**src/sv/stsc_pkg.sv**
```systemverilog
package stsc_pkg;

  // Token kinds
  localparam logic [4:0] K_IDENT  = 5'd0;
  localparam logic [4:0] K_INT    = 5'd1;
  localparam logic [4:0] K_FLOAT  = 5'd2;
  localparam logic [4:0] K_STRING = 5'd3;
  localparam logic [4:0] K_COLON  = 5'd5;
  localparam logic [4:0] K_EQUAL  = 5'd6;
  localparam logic [4:0] K_SEMI   = 5'd7;
  localparam logic [4:0] K_END    = 5'd15;
  localparam logic [4:0] K_ERROR  = 5'd16;

  // Error codes
  localparam logic [1:0] E_NONE    = 2'd0;
  localparam logic [1:0] E_UNTERM  = 2'd1;
  localparam logic [1:0] E_BADCHAR = 2'd2;

  // Character codes
  localparam logic [7:0] CH_NUL   = 8'h00;
  localparam logic [7:0] CH_TAB   = 8'h09;
  localparam logic [7:0] CH_LF    = 8'h0A;
  localparam logic [7:0] CH_VT    = 8'h0B;
  localparam logic [7:0] CH_FF    = 8'h0C;
  localparam logic [7:0] CH_CR    = 8'h0D;
  localparam logic [7:0] CH_SPACE = 8'h20;
  localparam logic [7:0] CH_QUOTE = 8'h22;
  localparam logic [7:0] CH_DOT   = 8'h2E;
  localparam logic [7:0] CH_ZERO  = 8'h30;
  localparam logic [7:0] CH_NINE  = 8'h39;
  localparam logic [7:0] CH_COLON = 8'h3A;
  localparam logic [7:0] CH_SEMI  = 8'h3B;
  localparam logic [7:0] CH_EQUAL = 8'h3D;
  localparam logic [7:0] CH_UPA   = 8'h41;
  localparam logic [7:0] CH_UPZ   = 8'h5A;
  localparam logic [7:0] CH_UNDER = 8'h5F;
  localparam logic [7:0] CH_LOA   = 8'h61;
  localparam logic [7:0] CH_LOZ   = 8'h7A;

  localparam logic [23:0] POS_MAX = 24'hFFFFFF;
  localparam int          NUM_KW  = 8;

  // Keywords, first character in the lowest byte
  localparam logic [63:0] KW_TEXT [NUM_KW] = '{
    64'h0000_0000_0074_656C,   // let
    64'h0000_0000_6575_7274,   // true
    64'h0000_0065_736C_6166,   // false
    64'h0000_0000_6C6C_756E,   // null
    64'h0000_0000_0074_6E69,   // int
    64'h0000_0074_616F_6C66,   // float
    64'h0000_0000_6C6F_6F62,   // bool
    64'h0000_676E_6972_7473    // string
  };
  localparam logic [3:0] KW_LEN  [NUM_KW] = '{4'd3, 4'd4, 4'd5, 4'd4, 4'd3, 4'd5, 4'd4, 4'd6};
  localparam logic [4:0] KW_KIND [NUM_KW] = '{5'd4, 5'd8, 5'd9, 5'd10, 5'd11, 5'd12, 5'd13,
                                              5'd14};

  // One token on its way out
  typedef struct packed {
    logic [4:0]  kind;
    logic [23:0] start;
    logic [23:0] len;
    logic [23:0] line;
    logic [23:0] col;
    logic [62:0] ival;
    logic [1:0]  err;
    logic [7:0]  bad;
  } tok_t;

  // Tokens closed by one byte
  typedef struct packed {
    tok_t [2:0] tok;
    logic [1:0] cnt;
  } burst_t;

  // Scanner status
  typedef struct packed {
    logic done;
    logic err_seen;
  } stat_t;

endpackage

```
**src/sv/stsc_scan.sv**
```systemverilog
module stsc_scan #(
  parameter int OFFSET_BITS   = 24,
  parameter int KEYWORD_CHARS = 6
) (
  input  logic           clk,
  input  logic           rst_n,
  input  logic           acc,
  input  logic [7:0]     src_byte,
  output stsc_pkg::burst_t bst,
  output stsc_pkg::stat_t  st
);
  import stsc_pkg::*;

  localparam int KW_BITS = 8 * KEYWORD_CHARS;

  localparam logic [2:0] M_IDLE   = 3'd0;
  localparam logic [2:0] M_IDENT  = 3'd1;
  localparam logic [2:0] M_INT    = 3'd2;
  localparam logic [2:0] M_INTDOT = 3'd3;
  localparam logic [2:0] M_FLOAT  = 3'd4;
  localparam logic [2:0] M_STRING = 3'd5;
  localparam logic [2:0] M_DONE   = 3'd6;

  logic [2:0]             mode_r, mode_nxt;
  logic [OFFSET_BITS-1:0] off_r, off_nxt;
  logic [23:0]            line_r, line_nxt;
  logic [23:0]            col_r, col_nxt;
  logic [OFFSET_BITS-1:0] tstart_r, tstart_nxt;
  logic [23:0]            tline_r, tline_nxt;
  logic [23:0]            tcol_r, tcol_nxt;
  logic [KW_BITS-1:0]     kwbuf_r, kwbuf_nxt;
  logic [62:0]            dval_r, dval_nxt;
  logic                   err_r, err_nxt;

  function automatic tok_t mk_tok(logic [4:0] kind, logic [23:0] start, logic [23:0] len,
                                  logic [23:0] line, logic [23:0] col, logic [62:0] ival,
                                  logic [1:0] err, logic [7:0] bad);
    tok_t t;
    t.kind  = kind;
    t.start = start;
    t.len   = len;
    t.line  = line;
    t.col   = col;
    t.ival  = ival;
    t.err   = err;
    t.bad   = bad;
    return t;
  endfunction

  // Character classes
  logic is_alpha, is_digit, is_space;
  assign is_alpha = (src_byte >= CH_LOA && src_byte <= CH_LOZ) ||
                    (src_byte >= CH_UPA && src_byte <= CH_UPZ) || src_byte == CH_UNDER;
  assign is_digit = src_byte >= CH_ZERO && src_byte <= CH_NINE;
  assign is_space = src_byte == CH_SPACE || src_byte == CH_TAB || src_byte == CH_CR ||
                    src_byte == CH_VT || src_byte == CH_FF;

  // Saturating decimal accumulate
  logic [66:0] prod;
  logic [62:0] dval_acc;
  assign prod     = ({4'b0, dval_r} << 3) + ({4'b0, dval_r} << 1) +
                    67'(src_byte - CH_ZERO);
  assign dval_acc = (prod[66:63] != 4'b0) ? {63{1'b1}} : prod[62:0];

  // Keyword match on the buffered identifier
  logic [OFFSET_BITS-1:0] cur_len;
  logic [4:0]             id_kind;
  assign cur_len = off_r - tstart_r;

  always_comb begin
    id_kind = K_IDENT;
    if (cur_len <= OFFSET_BITS'(KEYWORD_CHARS)) begin
      for (int i = 0; i < NUM_KW; i++) begin
        if (cur_len == OFFSET_BITS'(KW_LEN[i]) && kwbuf_r == KW_TEXT[i][KW_BITS-1:0])
          id_kind = KW_KIND[i];
      end
    end
  end

  // Per-byte scan: tokens closed by the current mode, then the byte rescanned from idle if not consumed
  logic [1:0]             pre_n;
  logic                   rescan;
  logic                   adv;
  logic [OFFSET_BITS-1:0] dot_off;
  logic [OFFSET_BITS-1:0] int_len;
  logic [23:0]            dot_col;

  assign dot_off = off_r - OFFSET_BITS'(1);
  // integer length up to the held dot, wrapping with the offset
  assign int_len = dot_off - tstart_r;
  assign dot_col = (col_r > 24'd1) ? col_r - 24'd1 : 24'd1;

  always_comb begin
    bst        = '0;
    pre_n      = 2'd0;
    rescan     = 1'b0;
    adv        = 1'b0;
    mode_nxt   = mode_r;
    tstart_nxt = tstart_r;
    tline_nxt  = tline_r;
    tcol_nxt   = tcol_r;
    kwbuf_nxt  = kwbuf_r;
    dval_nxt   = dval_r;
    err_nxt    = err_r;

    case (mode_r)
      M_IDENT: begin
        if (is_alpha || is_digit) begin
          for (int k = 0; k < KEYWORD_CHARS; k++) begin
            if (cur_len == OFFSET_BITS'(k))
              kwbuf_nxt[8*k +: 8] = kwbuf_r[8*k +: 8] | src_byte;
          end
          adv = 1'b1;
        end else begin
          bst.tok[0] = mk_tok(id_kind, 24'(tstart_r), 24'(cur_len), tline_r, tcol_r,
                              '0, E_NONE, '0);
          pre_n  = 2'd1;
          rescan = 1'b1;
        end
      end
      M_INT: begin
        if (is_digit) begin
          dval_nxt = dval_acc;
          adv      = 1'b1;
        end else if (src_byte == CH_DOT) begin
          mode_nxt = M_INTDOT;
          adv      = 1'b1;
        end else begin
          bst.tok[0] = mk_tok(K_INT, 24'(tstart_r), 24'(cur_len), tline_r, tcol_r,
                              dval_r, E_NONE, '0);
          pre_n  = 2'd1;
          rescan = 1'b1;
        end
      end
      M_INTDOT: begin
        if (is_digit) begin
          mode_nxt = M_FLOAT;
          adv      = 1'b1;
        end else begin
          // integer without the held dot, then the lone dot as an error
          bst.tok[0] = mk_tok(K_INT, 24'(tstart_r), 24'(int_len), tline_r,
                              tcol_r, dval_r, E_NONE, '0);
          bst.tok[1] = mk_tok(K_ERROR, 24'(dot_off), 24'd1, line_r, dot_col, '0,
                              E_BADCHAR, CH_DOT);
          err_nxt = 1'b1;
          pre_n   = 2'd2;
          rescan  = 1'b1;
        end
      end
      M_FLOAT: begin
        if (is_digit) begin
          adv = 1'b1;
        end else begin
          bst.tok[0] = mk_tok(K_FLOAT, 24'(tstart_r), 24'(cur_len), tline_r, tcol_r,
                              '0, E_NONE, '0);
          pre_n  = 2'd1;
          rescan = 1'b1;
        end
      end
      M_STRING: begin
        if (src_byte == CH_QUOTE) begin
          bst.tok[0] = mk_tok(K_STRING, 24'(tstart_r), 24'(cur_len), tline_r, tcol_r,
                              '0, E_NONE, '0);
          pre_n    = 2'd1;
          mode_nxt = M_IDLE;
          adv      = 1'b1;
        end else if (src_byte == CH_NUL) begin
          bst.tok[0] = mk_tok(K_ERROR, 24'(tstart_r), 24'(cur_len), tline_r, tcol_r,
                              '0, E_UNTERM, '0);
          err_nxt = 1'b1;
          pre_n   = 2'd1;
          rescan  = 1'b1;
        end else begin
          adv = 1'b1;
        end
      end
      M_DONE: begin
        // every byte after the end repeats the end token
        bst.tok[0] = mk_tok(K_END, 24'(off_r), 24'd0, line_r, col_r, '0, E_NONE, '0);
        pre_n      = 2'd1;
      end
      default: begin
        rescan = 1'b1;
      end
    endcase

    bst.cnt = pre_n;

    // Byte seen from the idle mode
    if (rescan) begin
      mode_nxt = M_IDLE;
      adv      = 1'b1;
      if (src_byte == CH_NUL) begin
        bst.tok[pre_n] = mk_tok(K_END, 24'(off_r), 24'd0, line_r, col_r, '0, E_NONE, '0);
        bst.cnt        = pre_n + 2'd1;
        mode_nxt       = M_DONE;
        adv            = 1'b0;
      end else if (is_alpha) begin
        tstart_nxt = off_r;
        tline_nxt  = line_r;
        tcol_nxt   = col_r;
        kwbuf_nxt  = KW_BITS'(src_byte);
        mode_nxt   = M_IDENT;
      end else if (is_digit) begin
        tstart_nxt = off_r;
        tline_nxt  = line_r;
        tcol_nxt   = col_r;
        dval_nxt   = 63'(src_byte - CH_ZERO);
        mode_nxt   = M_INT;
      end else if (src_byte == CH_QUOTE) begin
        tstart_nxt = off_r;
        tline_nxt  = line_r;
        tcol_nxt   = col_r;
        mode_nxt   = M_STRING;
      end else if (src_byte == CH_COLON || src_byte == CH_EQUAL || src_byte == CH_SEMI) begin
        bst.tok[pre_n] = mk_tok((src_byte == CH_COLON) ? K_COLON :
                                (src_byte == CH_EQUAL) ? K_EQUAL : K_SEMI,
                                24'(off_r), 24'd1, line_r, col_r, '0, E_NONE, '0);
        bst.cnt        = pre_n + 2'd1;
      end else if (!is_space && src_byte != CH_LF) begin
        bst.tok[pre_n] = mk_tok(K_ERROR, 24'(off_r), 24'd1, line_r, col_r, '0,
                                E_BADCHAR, src_byte);
        bst.cnt        = pre_n + 2'd1;
        err_nxt        = 1'b1;
      end
    end

    // Position advance
    off_nxt  = off_r;
    line_nxt = line_r;
    col_nxt  = col_r;
    if (adv) begin
      off_nxt = off_r + OFFSET_BITS'(1);
      if (src_byte == CH_LF) begin
        line_nxt = (line_r != POS_MAX) ? line_r + 24'd1 : line_r;
        col_nxt  = 24'd1;
      end else if (col_r != POS_MAX) begin
        col_nxt = col_r + 24'd1;
      end
    end
  end

  // State registers
  always_ff @(posedge clk) begin
    if (!rst_n) begin
      mode_r   <= M_IDLE;
      off_r    <= '0;
      line_r   <= 24'd1;
      col_r    <= 24'd1;
      tstart_r <= '0;
      tline_r  <= 24'd1;
      tcol_r   <= 24'd1;
      kwbuf_r  <= '0;
      dval_r   <= '0;
      err_r    <= 1'b0;
    end else if (acc) begin
      mode_r   <= mode_nxt;
      off_r    <= off_nxt;
      line_r   <= line_nxt;
      col_r    <= col_nxt;
      tstart_r <= tstart_nxt;
      tline_r  <= tline_nxt;
      tcol_r   <= tcol_nxt;
      kwbuf_r  <= kwbuf_nxt;
      dval_r   <= dval_nxt;
      err_r    <= err_nxt;
    end
  end

  assign st.done     = mode_r == M_DONE;
  assign st.err_seen = err_r;

endmodule

```
**src/sv/stsc_obuf.sv**
```systemverilog
module stsc_obuf (
  input  logic             clk,
  input  logic             rst_n,
  input  logic             load,
  input  stsc_pkg::burst_t bst,
  input  logic             out_stall,
  output logic             out_valid,
  output stsc_pkg::tok_t   cur,
  output logic             last,
  output logic             room
);
  import stsc_pkg::*;

  tok_t [2:0] tok_r;
  logic [1:0] cnt_r;
  logic [1:0] idx_r;
  logic       take;

  assign out_valid = cnt_r != 2'd0;
  assign cur       = tok_r[idx_r];
  assign last      = idx_r == cnt_r - 2'd1;
  assign take      = out_valid && !out_stall;
  // free once the final token of the held burst is taken
  assign room      = !out_valid || (take && last);

  // Token payload
  always_ff @(posedge clk) begin
    if (load)
      tok_r <= bst.tok;
  end

  // Burst count and read index
  always_ff @(posedge clk) begin
    if (!rst_n) begin
      cnt_r <= 2'd0;
      idx_r <= 2'd0;
    end else if (load) begin
      cnt_r <= bst.cnt;
      idx_r <= 2'd0;
    end else if (take) begin
      if (last) begin
        cnt_r <= 2'd0;
        idx_r <= 2'd0;
      end else begin
        idx_r <= idx_r + 2'd1;
      end
    end
  end

endmodule

```
**src/sv/source_token_scanner.sv**
```systemverilog
// Streaming source scanner: one source byte per request on the in_ channel,
// one token per request on the out_ channel. Byte 0 ends the source; every
// later byte gives another end token at the same position.
// A request is taken when valid is high and stall is low. Tokens closed by a
// byte appear on out_ the cycle after that byte is taken. Throughput is one
// byte per cycle while out_stall is low and each byte closes at most one token.
// A byte can close up to three tokens; they leave one per cycle from the
// result register while out_stall is low, and in_stall stays high until the
// last of them is taken. out_last_of_run marks the last token a byte produced.
// While out_stall is high the current token holds; in_stall rises once a
// token is held, freeing in the cycle its final token is taken.
// Reset (rst_n low, synchronous) empties the result register and returns the
// scanner to offset 0, line 1, column 1, between tokens.
module source_token_scanner #(
  parameter int OFFSET_BITS   = 24,
  parameter int KEYWORD_CHARS = 6
) (
  input  logic        clk,
  input  logic        rst_n,
  input  logic        in_valid,
  output logic        in_stall,
  input  logic [7:0]  in_src_byte,
  output logic        out_valid,
  input  logic        out_stall,
  output logic [4:0]  out_token_kind,
  output logic [23:0] out_start_offset,
  output logic [23:0] out_token_length,
  output logic [23:0] out_start_line,
  output logic [23:0] out_start_column,
  output logic [62:0] out_int_value,
  output logic [1:0]  out_error_code,
  output logic [7:0]  out_bad_byte,
  output logic        out_last_of_run
);
  import stsc_pkg::*;

  burst_t bst;
  stat_t  st;
  tok_t   cur;
  logic   acc;
  logic   room;

  assign in_stall = !room;
  assign acc      = in_valid && room;

  stsc_scan #(
    .OFFSET_BITS   (OFFSET_BITS),
    .KEYWORD_CHARS (KEYWORD_CHARS)
  ) u_scan (
    .clk      (clk),
    .rst_n    (rst_n),
    .acc      (acc),
    .src_byte (in_src_byte),
    .bst      (bst),
    .st       (st)
  );

  stsc_obuf u_obuf (
    .clk       (clk),
    .rst_n     (rst_n),
    .load      (acc && bst.cnt != 2'd0),
    .bst       (bst),
    .out_stall (out_stall),
    .out_valid (out_valid),
    .cur       (cur),
    .last      (out_last_of_run),
    .room      (room)
  );

  assign out_token_kind   = cur.kind;
  assign out_start_offset = cur.start;
  assign out_token_length = cur.len;
  assign out_start_line   = cur.line;
  assign out_start_column = cur.col;
  assign out_int_value    = cur.ival;
  assign out_error_code   = cur.err;
  assign out_bad_byte     = cur.bad;

  // An error token on the output means the sticky flag is already set
  a_err_flag: assert property (@(posedge clk) disable iff (!rst_n)
    out_valid && out_token_kind == K_ERROR |-> st.err_seen)
    else $error("error token without sticky error flag");

  // Only error tokens carry an error code
  a_err_kind: assert property (@(posedge clk) disable iff (!rst_n)
    out_valid && out_error_code != E_NONE |-> out_token_kind == K_ERROR)
    else $error("error code on a non-error token");

  // An end token is only seen once the scanner has finished
  a_end_done: assert property (@(posedge clk) disable iff (!rst_n)
    out_valid && out_token_kind == K_END |-> st.done)
    else $error("end token while scanner still active");

  // Once finished, the scanner stays finished
  a_done_sticky: assert property (@(posedge clk) disable iff (!rst_n)
    st.done |=> st.done)
    else $error("scanner left the finished state");

endmodule
```
**config.mk**
```make
export PLATFORM = sky130hd
export DESIGN_NAME = source_token_scanner
export DESIGN_NICKNAME = d
export VERILOG_FILES = /design/src/sv/stsc_pkg.sv /design/src/sv/stsc_scan.sv /design/src/sv/stsc_obuf.sv /design/src/sv/source_token_scanner.sv
export SDC_FILE = /design/constraint.sdc
export NUM_CORES = 2
export LEC_CHECK = 0
export BUFFER_PORTS_ARGS = -buffer_cell sky130_fd_sc_hd__clkbuf_2
export CAP_MARGIN = 20
export CORE_UTILIZATION = 40
export DETAILED_ROUTE_END_ITERATION = 6
export GPL_ROUTABILITY_DRIVEN = 0
export PLACE_DENSITY = 0.57
export SLEW_MARGIN = 10
export SYNTH_ARGS = -nofsm -noshare
export SYNTH_HDL_FRONTEND = slang
export SYNTH_SLANG_ARGS = --single-unit
```
**constraint.sdc**
```tcl
create_clock -name clk -period 23.8 [get_ports clk]
set_input_delay 2.38 -clock clk [delete_from_list [all_inputs] [get_ports clk]]
set_output_delay 2.38 -clock clk [all_outputs]
set_load 0.005 [all_outputs]
```
==> results by group <==
Status
  – Result of the run: finished clean

Critical path
  – Data arrival time of the critical path: 8.95 ns
  – Highest fanout seen on the critical path: 30
  – Setup crit start kind: input port
  – Required time worst endpoint: 24.33 ns
  – Critical path class: in2reg
  – Endpoint type of the worst setup path: flop

Power
  – Total design power: 3.741 mW
  – Max rail drop VDD: 59.88 uV
  – Static leakage: 15.21 nW
  – Power density over cell area: 91.01 nW/um^2

Detailed routing
  – Antenna Violating Nets Remaining: 0
  – Per-cell routed wire length: 20.83 um
  – 1st-pass router iterations: 6
  – Routed vias: 30115
  – DRC violation count after routing: 0
  – Drt total wl: 109700 um
  – Drt initial violations: 2319
  – Via/cell ratio: 5.721

Floorplanning
  – Row cnt: 110
  – Core box area: 90560 sq um
  – Height of the chip: 305.1 um
  – Number of placed I/O pins: 189
  – Die Footprint: 93060 sq um
  – Die X: 305.1 um
  – Starting density of the core: 40.57%

Yosys
  – Cell variety after synth: 105
  – Leading area contributor after synthesis: edfxtp_1
  – Average footprint of a synthesized cell: 9.205 sq um
  – Post-synthesis net count: 4196
  – Register bit total from synthesis: 608
  – Share of the yosys chip area belonging to registers: 42.56%
  – Combined area of all synthesized cells: 36740 sq um
  – Post-synth EDFFs: 346
  – Most frequently used flop master after synthesis: edfxtp_1
  – Proportion of synthesized flip-flops having asynchronous set or reset: 0%
  – Warnings, synthesis: 0
  – Top cell type's share of synthesized area: 28.28%
  – Cell types with the largest area share after synthesis: edfxtp_1 (28%), dfxtp_1 (14%), nand2_1 (5.0%), ha_1 (4.4%), and2_1 (4.2%)
  – Post-synthesis cell count: 3991

Final layout
  – Nets: 4230
  – Share of post-route cells with drive strength above 1: 10.69%
  – Area Growth Syn to Fin: 11.89%

Clock tree
  – Skew-Pair Late Insertion Delay: 0.66 ns
  – Hold-fix buffer count after cts: 0
  – Sinks on Clock Net: 608
  – Number of H-tree branching levels: 3
  – Clk buf depth: 3
  – Setup fix buffers added after clock tree synthesis: 0
  – Post-CTS resize count: 0
  – Clk slew on worst S/H paths: 0.06 ns
  – Clock root buffer master: clkbuf_16
  – Number of clock buffers inserted by TritonCTS: 75
  – CTS tree: yes

Worst hold path
  – Type of the worst min-delay path: reg2reg

Timing
  – Worst Max-Slew Pin Slew: 1.130 ns
  – Final number of setup-violating endpoints: 0
  – Max frequency: 118.7 MHz
  – Ratio of final minimum period to clock period: 35.39%
  – Unrepaired setup endpoints after global routing: no
  – Worst slew margin relative to its limit: 24.46%
  – Final Slew Violations: 0
  – Sum of negative setup slack: 0 ns
  – Final hold vios: 0
  – Final critical delay including setup and external delays: 8.422 ns
  – Final worst clock skew: 0.03807 ns

Global routing
  – Maximum number of pins on one net before global-route repair: 88
  – Initial antenna violation count: 3
  – Global-route wire length before repair: 170300 um
  – Sum of overflow across all layers after global routing: 0
  – Gr usage total: 23.13%
  – Via count of the first global-routing pass: 28943

Run
  – Maximum capacitance violations: 0

Placed design
  – Number of buffers inserted by port buffering: 188
  – HPWL after detailed placement: 75190 um
where the power goes:
| group | internal, mW | switching, mW |
|---|---|---|
| logic | 0.373 | 0.719 |
| clock network | 0.739 | 0.491 |
| registers | 1.32 | 0.100 |
| total | 2.43 | 1.31 |
flip-flops by register name, indices dropped and copies added, names as in the netlist, 3 cells and up, named ones only:
signal,count
u_scan.off_r,24
u_scan.line_r,24
u_obuf.tok_r,346
u_scan.tstart_r,24
u_scan.col_r,24
u_scan.tcol_r,24
u_scan.dval_r,62
u_scan.tline_r,24
u_scan.mode_r,3
u_scan.kwbuf_r,48
per-stage QoR:
step           setup WS (ns)  hold slack [ns]  util, %  std cells  cell area [sq um]
2_1_floorplan          10.63           0.4301        -       3991              36740
3_3_place_gp           14.85           0.4406    42.42       5123              38420
3_5_place_dp           14.80           0.4455    42.43       5124              38430
4_1_cts                15.49           0.4544    45.39       5263              41110
5_1_grt                14.95           0.4692    45.39       5264              41110
6_report               15.38           0.4530    45.39       5264              41110
worst paths after layout:
kind                                   startpoint  slack, ns  cells past startpoint                 to
worst max-delay path               in_src_byte[4]      15.38                     18  u_scan.dval_r[57]
worst min-delay path            u_scan.tcol_r[23]       0.45                      2  u_scan.tcol_r[23]
worst max register to register   u_scan.mode_r[0]      18.07                     13  u_obuf.tok_r[262]
worst min register to register  u_scan.tcol_r[23]       0.45                      2  u_scan.tcol_r[23]
cell type report:
cell class / instances / area (sq um)
Antenna cell: 1 / 2.502
Clock buffer: 94 / 2082
Clock inverter: 45 / 596.8
Fill cell: 8724 / 49450
Inverter: 109 / 411.6
Multi-Input combinational cell: 3006 / 19680
Sequential cell: 608 / 15640
Tap cell: 1176 / 1471
Timing Repair Buffer: 225 / 1222
cell usage in the layout (no fill, tap or decap), types with 122 or more instances in the layout:
| cell type | n |
|---|---|
| and2_1 | 246 |
| clkbuf_2 | 188 |
| a22o_1 | 122 |
| dfxtp_1 | 260 |
| ha_1 | 129 |
| nor2_1 | 295 |
| edfxtp_1 | 346 |
| nand2_1 | 487 |
| o21ai_0 | 270 |
| a21oi_1 | 249 |
layer usage:
layer	track usage, %	up-vias	part of all wire, %	wire, um
met5	0	-	0.023	25
met4	8.010	4	3.2	3502
met3	2.774	178	4.9	5350
met2	37.92	831	47	51100
met1	31.42	14612	45	49680
li1	-	14490	-	-
logic make-up after synthesis:
family                   synth area share [%]
flip-flops                              42.56
multiplexers                            2.564
adder cells (fa/ha/maj)                 7.881
XOR/XNOR                                4.053
AO/OA/AOI/OAI                           18.28
buffers and inverters                   4.182
AND/OR/NAND/NOR                         20.49
cell usage after synthesis, types with 19 or more instances:
cell type / instances
a21o_1: 42
dfxtp_1: 262
a22o_1: 122
xor2_1: 83
o21ai_0: 270
o21bai_1: 19
buf_2: 21
nor2_1: 303
edfxtp_1: 346
a21oi_1: 250
xnor2_1: 87
o211ai_1: 20
nand3_1: 79
and2_1: 246
o31ai_1: 32
ha_1: 129
nor3_1: 87
fa_1: 64
clkbuf_1: 217
mux2i_1: 93
o21a_1: 26
inv_1: 107
nand2b_1: 32
and3_1: 35
or3_1: 26
a31oi_1: 35
nor4_1: 51
nor2b_1: 46
nand2_1: 489
nand4_1: 61
critical path, stage by stage:
cell and delay, ns:
clkbuf_2 0.21, ha_1 0.42, nor2_4 0.15, buf_4 0.43, buf_4 0.51, fa_1 0.51
ha_1 0.47, nand4_1 0.17, or2_4 0.30, or4_4 0.43, o21bai_1 0.19, nor4_1 0.08
a211oi_2 0.37, a31oi_2 0.23, nor3_4 0.32, o21a_1 0.75, nand2_1 0.50, a221o_2 0.47
Power figures use the tool's default switching activity.
